<file path="src/sv/tsr_pkg.sv">
// shared types and constants for the threshold sample router
`default_nettype none

package tsr_pkg;

    localparam int DATA_W          = 16;
    localparam int NUM_LANES       = 4;
    localparam int LANE_W          = 2;
    localparam int CFG_IDX_W       = 3;
    localparam int MAX_CLASSES_DEF = 256;
    // class index * 256 stays below 2^17, plus a sign bit
    localparam int LABEL_W         = 18;

    localparam logic [CFG_IDX_W-1:0] CFG_TRAIN_MODE  = 3'd0;
    localparam logic [CFG_IDX_W-1:0] CFG_THRESHOLD_A = 3'd1;
    localparam logic [CFG_IDX_W-1:0] CFG_THRESHOLD_B = 3'd2;
    localparam logic [CFG_IDX_W-1:0] CFG_THRESHOLD_C = 3'd3;
    localparam logic [CFG_IDX_W-1:0] CFG_FILL_VALUE  = 3'd4;

    localparam logic [0:0] CMD_LABEL = 1'b0;
    localparam logic [0:0] CMD_DATA  = 1'b1;

    // -1.0 in Q8.8
    localparam logic [DATA_W-1:0] IGNORE_LABEL = 16'hFF00;

    typedef struct packed {
        logic                     command;
        logic signed [DATA_W-1:0] value;
        logic                     last_score;
    } t_in_beat;

    typedef struct packed {
        logic signed [DATA_W-1:0] lane_zero;
        logic signed [DATA_W-1:0] lane_one;
        logic signed [DATA_W-1:0] lane_two;
        logic signed [DATA_W-1:0] lane_three;
        logic        [LANE_W-1:0] selected_lane;
        logic                     ignored;
    } t_out_beat;

    typedef struct packed {
        logic                     train_mode;
        logic signed [DATA_W-1:0] threshold_a;
        logic signed [DATA_W-1:0] threshold_b;
        logic signed [DATA_W-1:0] threshold_c;
    } t_label_cfg;

    typedef struct packed {
        logic [LANE_W-1:0] lane;
        logic              ignored;
    } t_route;

endpackage

`default_nettype wire

</file>
<file path="src/sv/tsr_label_unit.sv">
// label unit: running argmax of scores or train label, lane by thresholds
`default_nettype none

module tsr_label_unit #(
    parameter int MAX_CLASSES = tsr_pkg::MAX_CLASSES_DEF
) (
    input  wire logic              i_clk,
    input  wire logic              i_rst_n,
    input  wire tsr_pkg::t_label_cfg i_cfg,
    input  wire logic              i_label_valid,
    input  wire tsr_pkg::t_in_beat i_beat,
    output tsr_pkg::t_route        o_route
);
    import tsr_pkg::*;

    localparam int                CLS_W   = (MAX_CLASSES > 1) ? $clog2(MAX_CLASSES) : 1;
    localparam logic [CLS_W-1:0] CNT_LAST = CLS_W'(MAX_CLASSES - 1);

    logic signed [DATA_W-1:0] r_best_score, n_best_score;
    logic        [CLS_W-1:0]  r_best_class, n_best_class;
    logic        [CLS_W-1:0]  r_class_counter, n_class_counter;
    t_route                   r_route, n_route;

    logic signed [LABEL_W-1:0] label;
    logic                      set_route;
    logic                      label_ignored;
    logic [LANE_W-1:0]         label_lane;

    function automatic logic signed [LABEL_W-1:0] sext(input logic signed [DATA_W-1:0] v);
        sext = LABEL_W'(v);
    endfunction

    always_comb begin
        n_best_score    = r_best_score;
        n_best_class    = r_best_class;
        n_class_counter = r_class_counter;
        set_route       = 1'b0;

        if (i_label_valid) begin
            if (i_cfg.train_mode) begin
                n_class_counter = '0;
                set_route       = 1'b1;
            end else begin
                if (r_class_counter == '0) begin
                    n_best_score = i_beat.value;
                    n_best_class = '0;
                end else if (i_beat.value > r_best_score) begin
                    n_best_score = i_beat.value;
                    n_best_class = r_class_counter;
                end
                if (i_beat.last_score) begin
                    set_route       = 1'b1;
                    n_class_counter = '0;
                end else if (r_class_counter < CNT_LAST) begin
                    n_class_counter = r_class_counter + 1'b1;
                end
            end
        end
    end

    // class index read as Q8.8 index.0
    always_comb begin
        if (i_cfg.train_mode) begin
            label         = sext(i_beat.value);
            label_ignored = (i_beat.value == IGNORE_LABEL);
        end else begin
            label         = $signed({{(LABEL_W - 8 - CLS_W){1'b0}}, n_best_class, 8'h00});
            label_ignored = 1'b0;
        end

        if (label <= sext(i_cfg.threshold_a)) begin
            label_lane = 2'd0;
        end else if (label <= sext(i_cfg.threshold_b)) begin
            label_lane = 2'd1;
        end else if (label <= sext(i_cfg.threshold_c)) begin
            label_lane = 2'd2;
        end else begin
            label_lane = 2'd3;
        end

        n_route = r_route;
        if (set_route) begin
            n_route.ignored = label_ignored;
            n_route.lane    = label_ignored ? 2'd0 : label_lane;
        end
    end

    always_ff @(posedge i_clk) begin
        if (!i_rst_n) begin
            r_best_score    <= '0;
            r_best_class    <= '0;
            r_class_counter <= '0;
            r_route         <= '0;
        end else begin
            r_best_score    <= n_best_score;
            r_best_class    <= n_best_class;
            r_class_counter <= n_class_counter;
            r_route         <= n_route;
        end
    end

    assign o_route = r_route;

endmodule

`default_nettype wire

</file>
<file path="src/sv/threshold_sample_router.sv">
// threshold sample router top level
//
// input channel: i_in_valid / o_in_stall carry t_in_beat. label beats (command 0)
// set the route of the sample: in train mode one beat gives the label, otherwise
// a run of class scores ending in last_score is reduced by argmax. data beats
// (command 1) each give one output beat on o_out_valid / i_out_stall.
// label beats give no output.
// a data beat accepted while the output is free is registered on o_out_data.
// throughput: one beat per cycle unless stalled, set by the output register and
// its one-entry skid stage; a label beat is folded into the state in its cycle.
// when the receiver stalls, the output beat holds and one more result goes to
// the skid stage; o_in_stall rises only while that stage is full.
// configuration: i_cfg_we writes register i_cfg_index (0 train_mode,
// 1..3 thresholds, 4 fill_value); unknown indexes are dropped. write only idle.
// reset (synchronous, active low) clears registers, argmax state and route
// (lane 0, not ignored) and empties the output stages; no clearing pass.
`default_nettype none

module threshold_sample_router #(
    parameter int MAX_CLASSES = tsr_pkg::MAX_CLASSES_DEF
) (
    input  wire logic                           i_clk,
    input  wire logic                           i_rst_n,
    input  wire logic                           i_cfg_we,
    input  wire logic [tsr_pkg::CFG_IDX_W-1:0]  i_cfg_index,
    input  wire logic [tsr_pkg::DATA_W-1:0]     i_cfg_data,
    input  wire logic                           i_in_valid,
    input  wire tsr_pkg::t_in_beat              i_in_data,
    output logic                                o_in_stall,
    output logic                                o_out_valid,
    output tsr_pkg::t_out_beat                  o_out_data,
    input  wire logic                           i_out_stall
);
    import tsr_pkg::*;

    t_label_cfg                r_cfg;
    logic signed [DATA_W-1:0]  r_fill_value;

    logic       r_out_valid;
    t_out_beat  r_out;
    logic       r_skid_valid;
    t_out_beat  r_skid;

    logic       in_accept;
    logic       push;
    logic       out_free;
    t_route     route;
    t_out_beat  n_beat;

    assign in_accept = i_in_valid && !r_skid_valid;
    assign push      = in_accept && (i_in_data.command == CMD_DATA);
    assign out_free  = !r_out_valid || !i_out_stall;

    always_ff @(posedge i_clk) begin
        if (!i_rst_n) begin
            r_cfg        <= '0;
            r_fill_value <= '0;
        end else if (i_cfg_we) begin
            case (i_cfg_index)
                CFG_TRAIN_MODE:  r_cfg.train_mode  <= i_cfg_data[0];
                CFG_THRESHOLD_A: r_cfg.threshold_a <= i_cfg_data;
                CFG_THRESHOLD_B: r_cfg.threshold_b <= i_cfg_data;
                CFG_THRESHOLD_C: r_cfg.threshold_c <= i_cfg_data;
                CFG_FILL_VALUE:  r_fill_value      <= i_cfg_data;
                default: ;
            endcase
        end
    end

    tsr_label_unit #(
        .MAX_CLASSES (MAX_CLASSES)
    ) u_label (
        .i_clk         (i_clk),
        .i_rst_n       (i_rst_n),
        .i_cfg         (r_cfg),
        .i_label_valid (in_accept && (i_in_data.command == CMD_LABEL)),
        .i_beat        (i_in_data),
        .o_route       (route)
    );

    // selected lane gets the data, all others the fill value; an ignored sample fills every lane
    always_comb begin
        n_beat.lane_zero  = (!route.ignored && route.lane == 2'd0) ? i_in_data.value : r_fill_value;
        n_beat.lane_one   = (!route.ignored && route.lane == 2'd1) ? i_in_data.value : r_fill_value;
        n_beat.lane_two   = (!route.ignored && route.lane == 2'd2) ? i_in_data.value : r_fill_value;
        n_beat.lane_three = (!route.ignored && route.lane == 2'd3) ? i_in_data.value : r_fill_value;
        n_beat.selected_lane = route.ignored ? 2'd0 : route.lane;
        n_beat.ignored       = route.ignored;
    end

    always_ff @(posedge i_clk) begin
        if (!i_rst_n) begin
            r_out_valid  <= 1'b0;
            r_skid_valid <= 1'b0;
        end else if (out_free) begin
            if (r_skid_valid) begin
                r_out_valid  <= 1'b1;
                r_skid_valid <= 1'b0;
            end else begin
                r_out_valid  <= push;
            end
        end else if (push) begin
            r_skid_valid <= 1'b1;
        end
    end

    always_ff @(posedge i_clk) begin
        if (out_free) begin
            r_out <= r_skid_valid ? r_skid : n_beat;
        end else if (push) begin
            r_skid <= n_beat;
        end
    end

    assign o_in_stall  = r_skid_valid;
    assign o_out_valid = r_out_valid;
    assign o_out_data  = r_out;

endmodule

`default_nettype wire

</file>
<file path="config.mk">
export PLATFORM = sky130hd
export DESIGN_NAME = threshold_sample_router
export DESIGN_NICKNAME = d
export VERILOG_FILES = /design/src/sv/tsr_pkg.sv /design/src/sv/tsr_label_unit.sv /design/src/sv/threshold_sample_router.sv
export SDC_FILE = /design/constraint.sdc
export NUM_CORES = 1
export LEC_CHECK = 0
export ABC_AREA = 1
export BUFFER_PORTS_ARGS = -buffer_cell sky130_fd_sc_hd__buf_2
export CORE_ASPECT_RATIO = 1.4
export CORE_MARGIN = 5
export CORE_UTILIZATION = 45
export CTS_CLUSTER_SIZE = 8
export DETAILED_ROUTE_END_ITERATION = 10
export PLACE_DENSITY = 0.67
export SETUP_SLACK_MARGIN = 0.3
export SLEW_MARGIN = 20
export SYNTH_ARGS = -nofsm -noshare
export SYNTH_HDL_FRONTEND = slang
export SYNTH_SLANG_ARGS = --single-unit
</file>
<file path="constraint.sdc">
create_clock -name i_clk -period 8.5 [get_ports i_clk]
set_input_delay 1.7 -clock i_clk [delete_from_list [all_inputs] [get_ports i_clk]]
set_output_delay 1.7 -clock i_clk [all_outputs]
set_load 0.01 [all_outputs]
</file>
==> flow_summary.json <==
{
  "place_congestion": 0.904,
  "powerDensity_mw_per_mm2": 217,
  "num_rows": 69,
  "nNetsFinal": 1560,
  "dp_hpwl_um": 20800,
  "synthMuxAreaShare_pct": 0,
  "timing.final.crit_share_pct": 51.2,
  "layout-drive-gt1-share_pct": 12.1,
  "maxCapViolations": 0,
  "yosysSeqAreaShare_pct": 53.2,
  "endpoint_kind": "flip-flop",
  "power_leakage_nw": 5.94,
  "firstDrtPassIters": 5,
  "period_needed_ns": 4.36,
  "die_w_um": 145,
  "post_dp_cell_area_mm2": 0.0122,
  "setup_viol": 0,
  "seqPwrFrac_pct": 45.4,
  "drc": 0,
  "h-tree-depth": 2,
  "synth_cell_types": 39,
  "holdPathEnd": "r_cfg[18]$_SDFFE_PN0P_",
  "cp-start-kind": "input port",
  "io_buffer_count": 110,
  "cts_setup_buffers": 0,
  "fillCellCount": 2350,
  "yosysTopAreaCell": "edfxtp_1",
  "ant_nets": 0,
  "cts_buffers": 35,
  "synth_top_family_by_area": "simple AND/OR/NAND/NOR gates",
  "r2r_end": "u_label.o_route[1]$_SDFFE_PN0P_",
  "grt_use_total_pct": 20.1,
  "synthToLayoutAreaGrowth_pct": 15.2,
  "grt_max_degree": 85,
  "r2r_slack_ns": 4.94,
  "die_area_mm2": 0.0287,
  "status": "finished clean",
  "grt_pass1_wl_um": 45600,
  "netSwitchingFraction_pct": 25.2,
  "die_h_um": 198,
  "p_comb_share_pct": 12.1,
  "clock_sinks": 236,
  "finalMaxSlewViolations": 0,
  "setup_ws_ns": 4.14,
  "max_freq_mhz": 230,
  "worstPathArrival_ns": 4.74,
  "start_util_pct": 45.3,
  "synthSimpleGateAreaFrac_pct": 21.1,
  "cp_max_fo": 8,
  "cts_tree": "built",
  "ctsResizeCount": 0,
  "cp.required_ns": 8.89,
  "vias_per_cell": 5.06,
  "yosys_warnings": 0,
  "intPower_mw": 2.13,
  "dpl_worst_slack_ns": 3.66,
  "rr_worst_depth": 21,
  "insertion_delay_ns": 0.50,
  "antenna_found_initial": 1,
  "cts-hold-fix-buffers": 0,
  "hold_ws_ns": 0.460,
  "fin_total_pwr_mw": 2.85,
  "final_common_cell": "nand2_1",
  "synthesis.area_mm2": 0.0114,
  "synth_xor_area_share_pct": 0.0768,
  "critical_path_class": "in -> reg",
  "via_count": 9012,
  "yosys-top-cells-area": "edfxtp_1, dfxtp_1, nand2_1",
  "routedWlPerCell_um": 16.1,
  "routed_wirelength_um": 28600,
  "io_pins": 111,
  "finalHoldViolCount": 0,
  "cts_root_buf": "clkbuf_16",
  "tightest_slew_ns": 0.985,
  "ys_seq_elements": 236,
  "cts_buffer_depth": 3,
  "synthesis.nets": 1459,
  "grt_pass1_vias": 8590,
  "clkTransAtPathRegs_ns": 0.05,
  "slew_headroom_pct": 34.1,
  "hp-start": "r_cfg[18]$_SDFFE_PN0P_",
  "most-common-layout-cells": "nand2_1, inv_1, o21ai_0, edfxtp_1, buf_2",
  "crit-reg2reg-launch": "o_in_stall$_SDFFE_PP0P_",
  "synthCells": 1348,
  "p_sw_uw": 717,
  "synth_compound_area_share_pct": 11.1,
  "core-area_mm2": 0.0252,
  "syn_avg_cell_area_um2": 8.47,
  "fin_skew_ns": 0.0138,
  "pwr-share-clk_pct": 42.5,
  "rsz0062_at_grt": "no",
  "hold_depth": 2,
  "drtIter0Drc": 608,
  "yosys.area_share.adder_pct": 7.57,
  "peakVddDrop_uv": 156,
  "grt-ovfl-total": 0,
  "final_cell_area_mm2": 0.0131,
  "tns_ns": 0,
  "hp-class": "reg -> reg",
  "synth.top_cell.area_share_pct": 35.3
}
==> sequential cells by signal, indices dropped and copies added (netlist names) <==
register	cells
o_in_stall	1
r_skid	67
u_label.r_best_class	8
u_label.r_class_counter	8
u_label.o_route	3
o_out_data	67
r_cfg	49
u_label.r_best_score	16
o_out_valid	1
r_fill_value	16
==> critical path, cell delays in order <==
cell and delay, ns:
buf_2 0.14, ha_1 0.31, nand2_2 0.09, nor2_4 0.13
o21ai_0 0.10, nand3_1 0.09, nand2_1 0.08, nand2_1 0.10
nand2_1 0.05, nand2_1 0.19, nand3_1 0.10, nand2_1 0.08
nand2_1 0.06, nand3_1 0.07, nand2_1 0.14, ha_1 0.32
a21oi_1 0.23, o21ai_0 0.11, a21oi_1 0.23, nand4_1 0.13
nand3_1 0.10, nand2_1 0.05, nand2_1 0.06, nand2_1 0.04
==> logic make-up (layout without fill, tap and decap cells) <==
logic type | Yosys count | count (layout)
compound gates | 245 | 245
fa+ha+maj | 69 | 69
flops | 236 | 236
other cells | 0 | 1
simple gates | 591 | 591
xor+xnor | 1 | 1
buf+inv | 206 | 318
==> power by group through the flow <==
stage,Sequential (mW),Combinational (mW),Clock [mW]
2_1_floorplan,1.33,0.212,0
3_3_place_gp,1.31,0.342,0
3_5_place_dp,1.32,0.347,0
4_1_cts,1.29,0.349,1.24
5_1_grt,1.30,0.395,1.29
6_report,1.29,0.345,1.21
==> how the worst max path moves through the flow <==
stage,start,to,slack (ns),cells after the start
final,i_in_data[8],u_label.o_route[1]$_SDFFE_PN0P_,4.14,24
after global routing,i_in_data[8],u_label.o_route[1]$_SDFFE_PN0P_,3.79,25
after CTS,i_in_data[8],u_label.o_route[1]$_SDFFE_PN0P_,4.16,25
after detailed placement,i_in_data[8],u_label.o_route[1]$_SDFFE_PN0P_,3.66,27
after global placement,i_in_data[16],u_label.o_route[1]$_SDFFE_PN0P_,3.70,23
after floorplan,i_out_stall,r_skid[0]$_DFFE_PP_,0.33,2
==> final cells by class <==
cell class	count	area (µm²)	area share [%]
multi-input cells	906	4550	34.6
repair buffers	116	596	4.53
clock inverters	3	37.5	0.286
diodes	1	2.50	0.0190
well taps	319	399	3.04
flip-flops and latches	236	6070	46.2
inverters	154	583	4.44
clock buffers	45	913	6.95
==> synthesized netlist by cell type, drive strengths merged <==
cell      n
ha       69
nand3    38
nor3b     2
nor2    109
nor3     13
a31oi     1
a21oi    76
buf       8
xor2      1
a21o      2
o21bai    3
nand4     9
clkinv    1
dfxtp   102
a21boi    1
a211oi    3
nand2   409
o21ai   155
nor4      8
or2       2
a311oi    1
o211ai    2
clkbuf   44
edfxtp  134
inv     153
nand3b    1
a22oi     1
==> stage by stage <==
step                      util [%]  instances
after floorplan                  -       1348
after global placement        48.4       1731
after detailed placement      48.4       1731
after CTS                     52.1       1779
after global routing          52.1       1780
final                         52.1       1780
==> metal layers <==
metal	global-route usage [%]	share of wire (%)	routed length [µm]
met4	7.85	3.6	1040
met2	35.1	51	14500
met1	24.6	41	11700
met3	3.29	5.1	1470
met5	0	0	0
(Power assumes the default switching activity.)
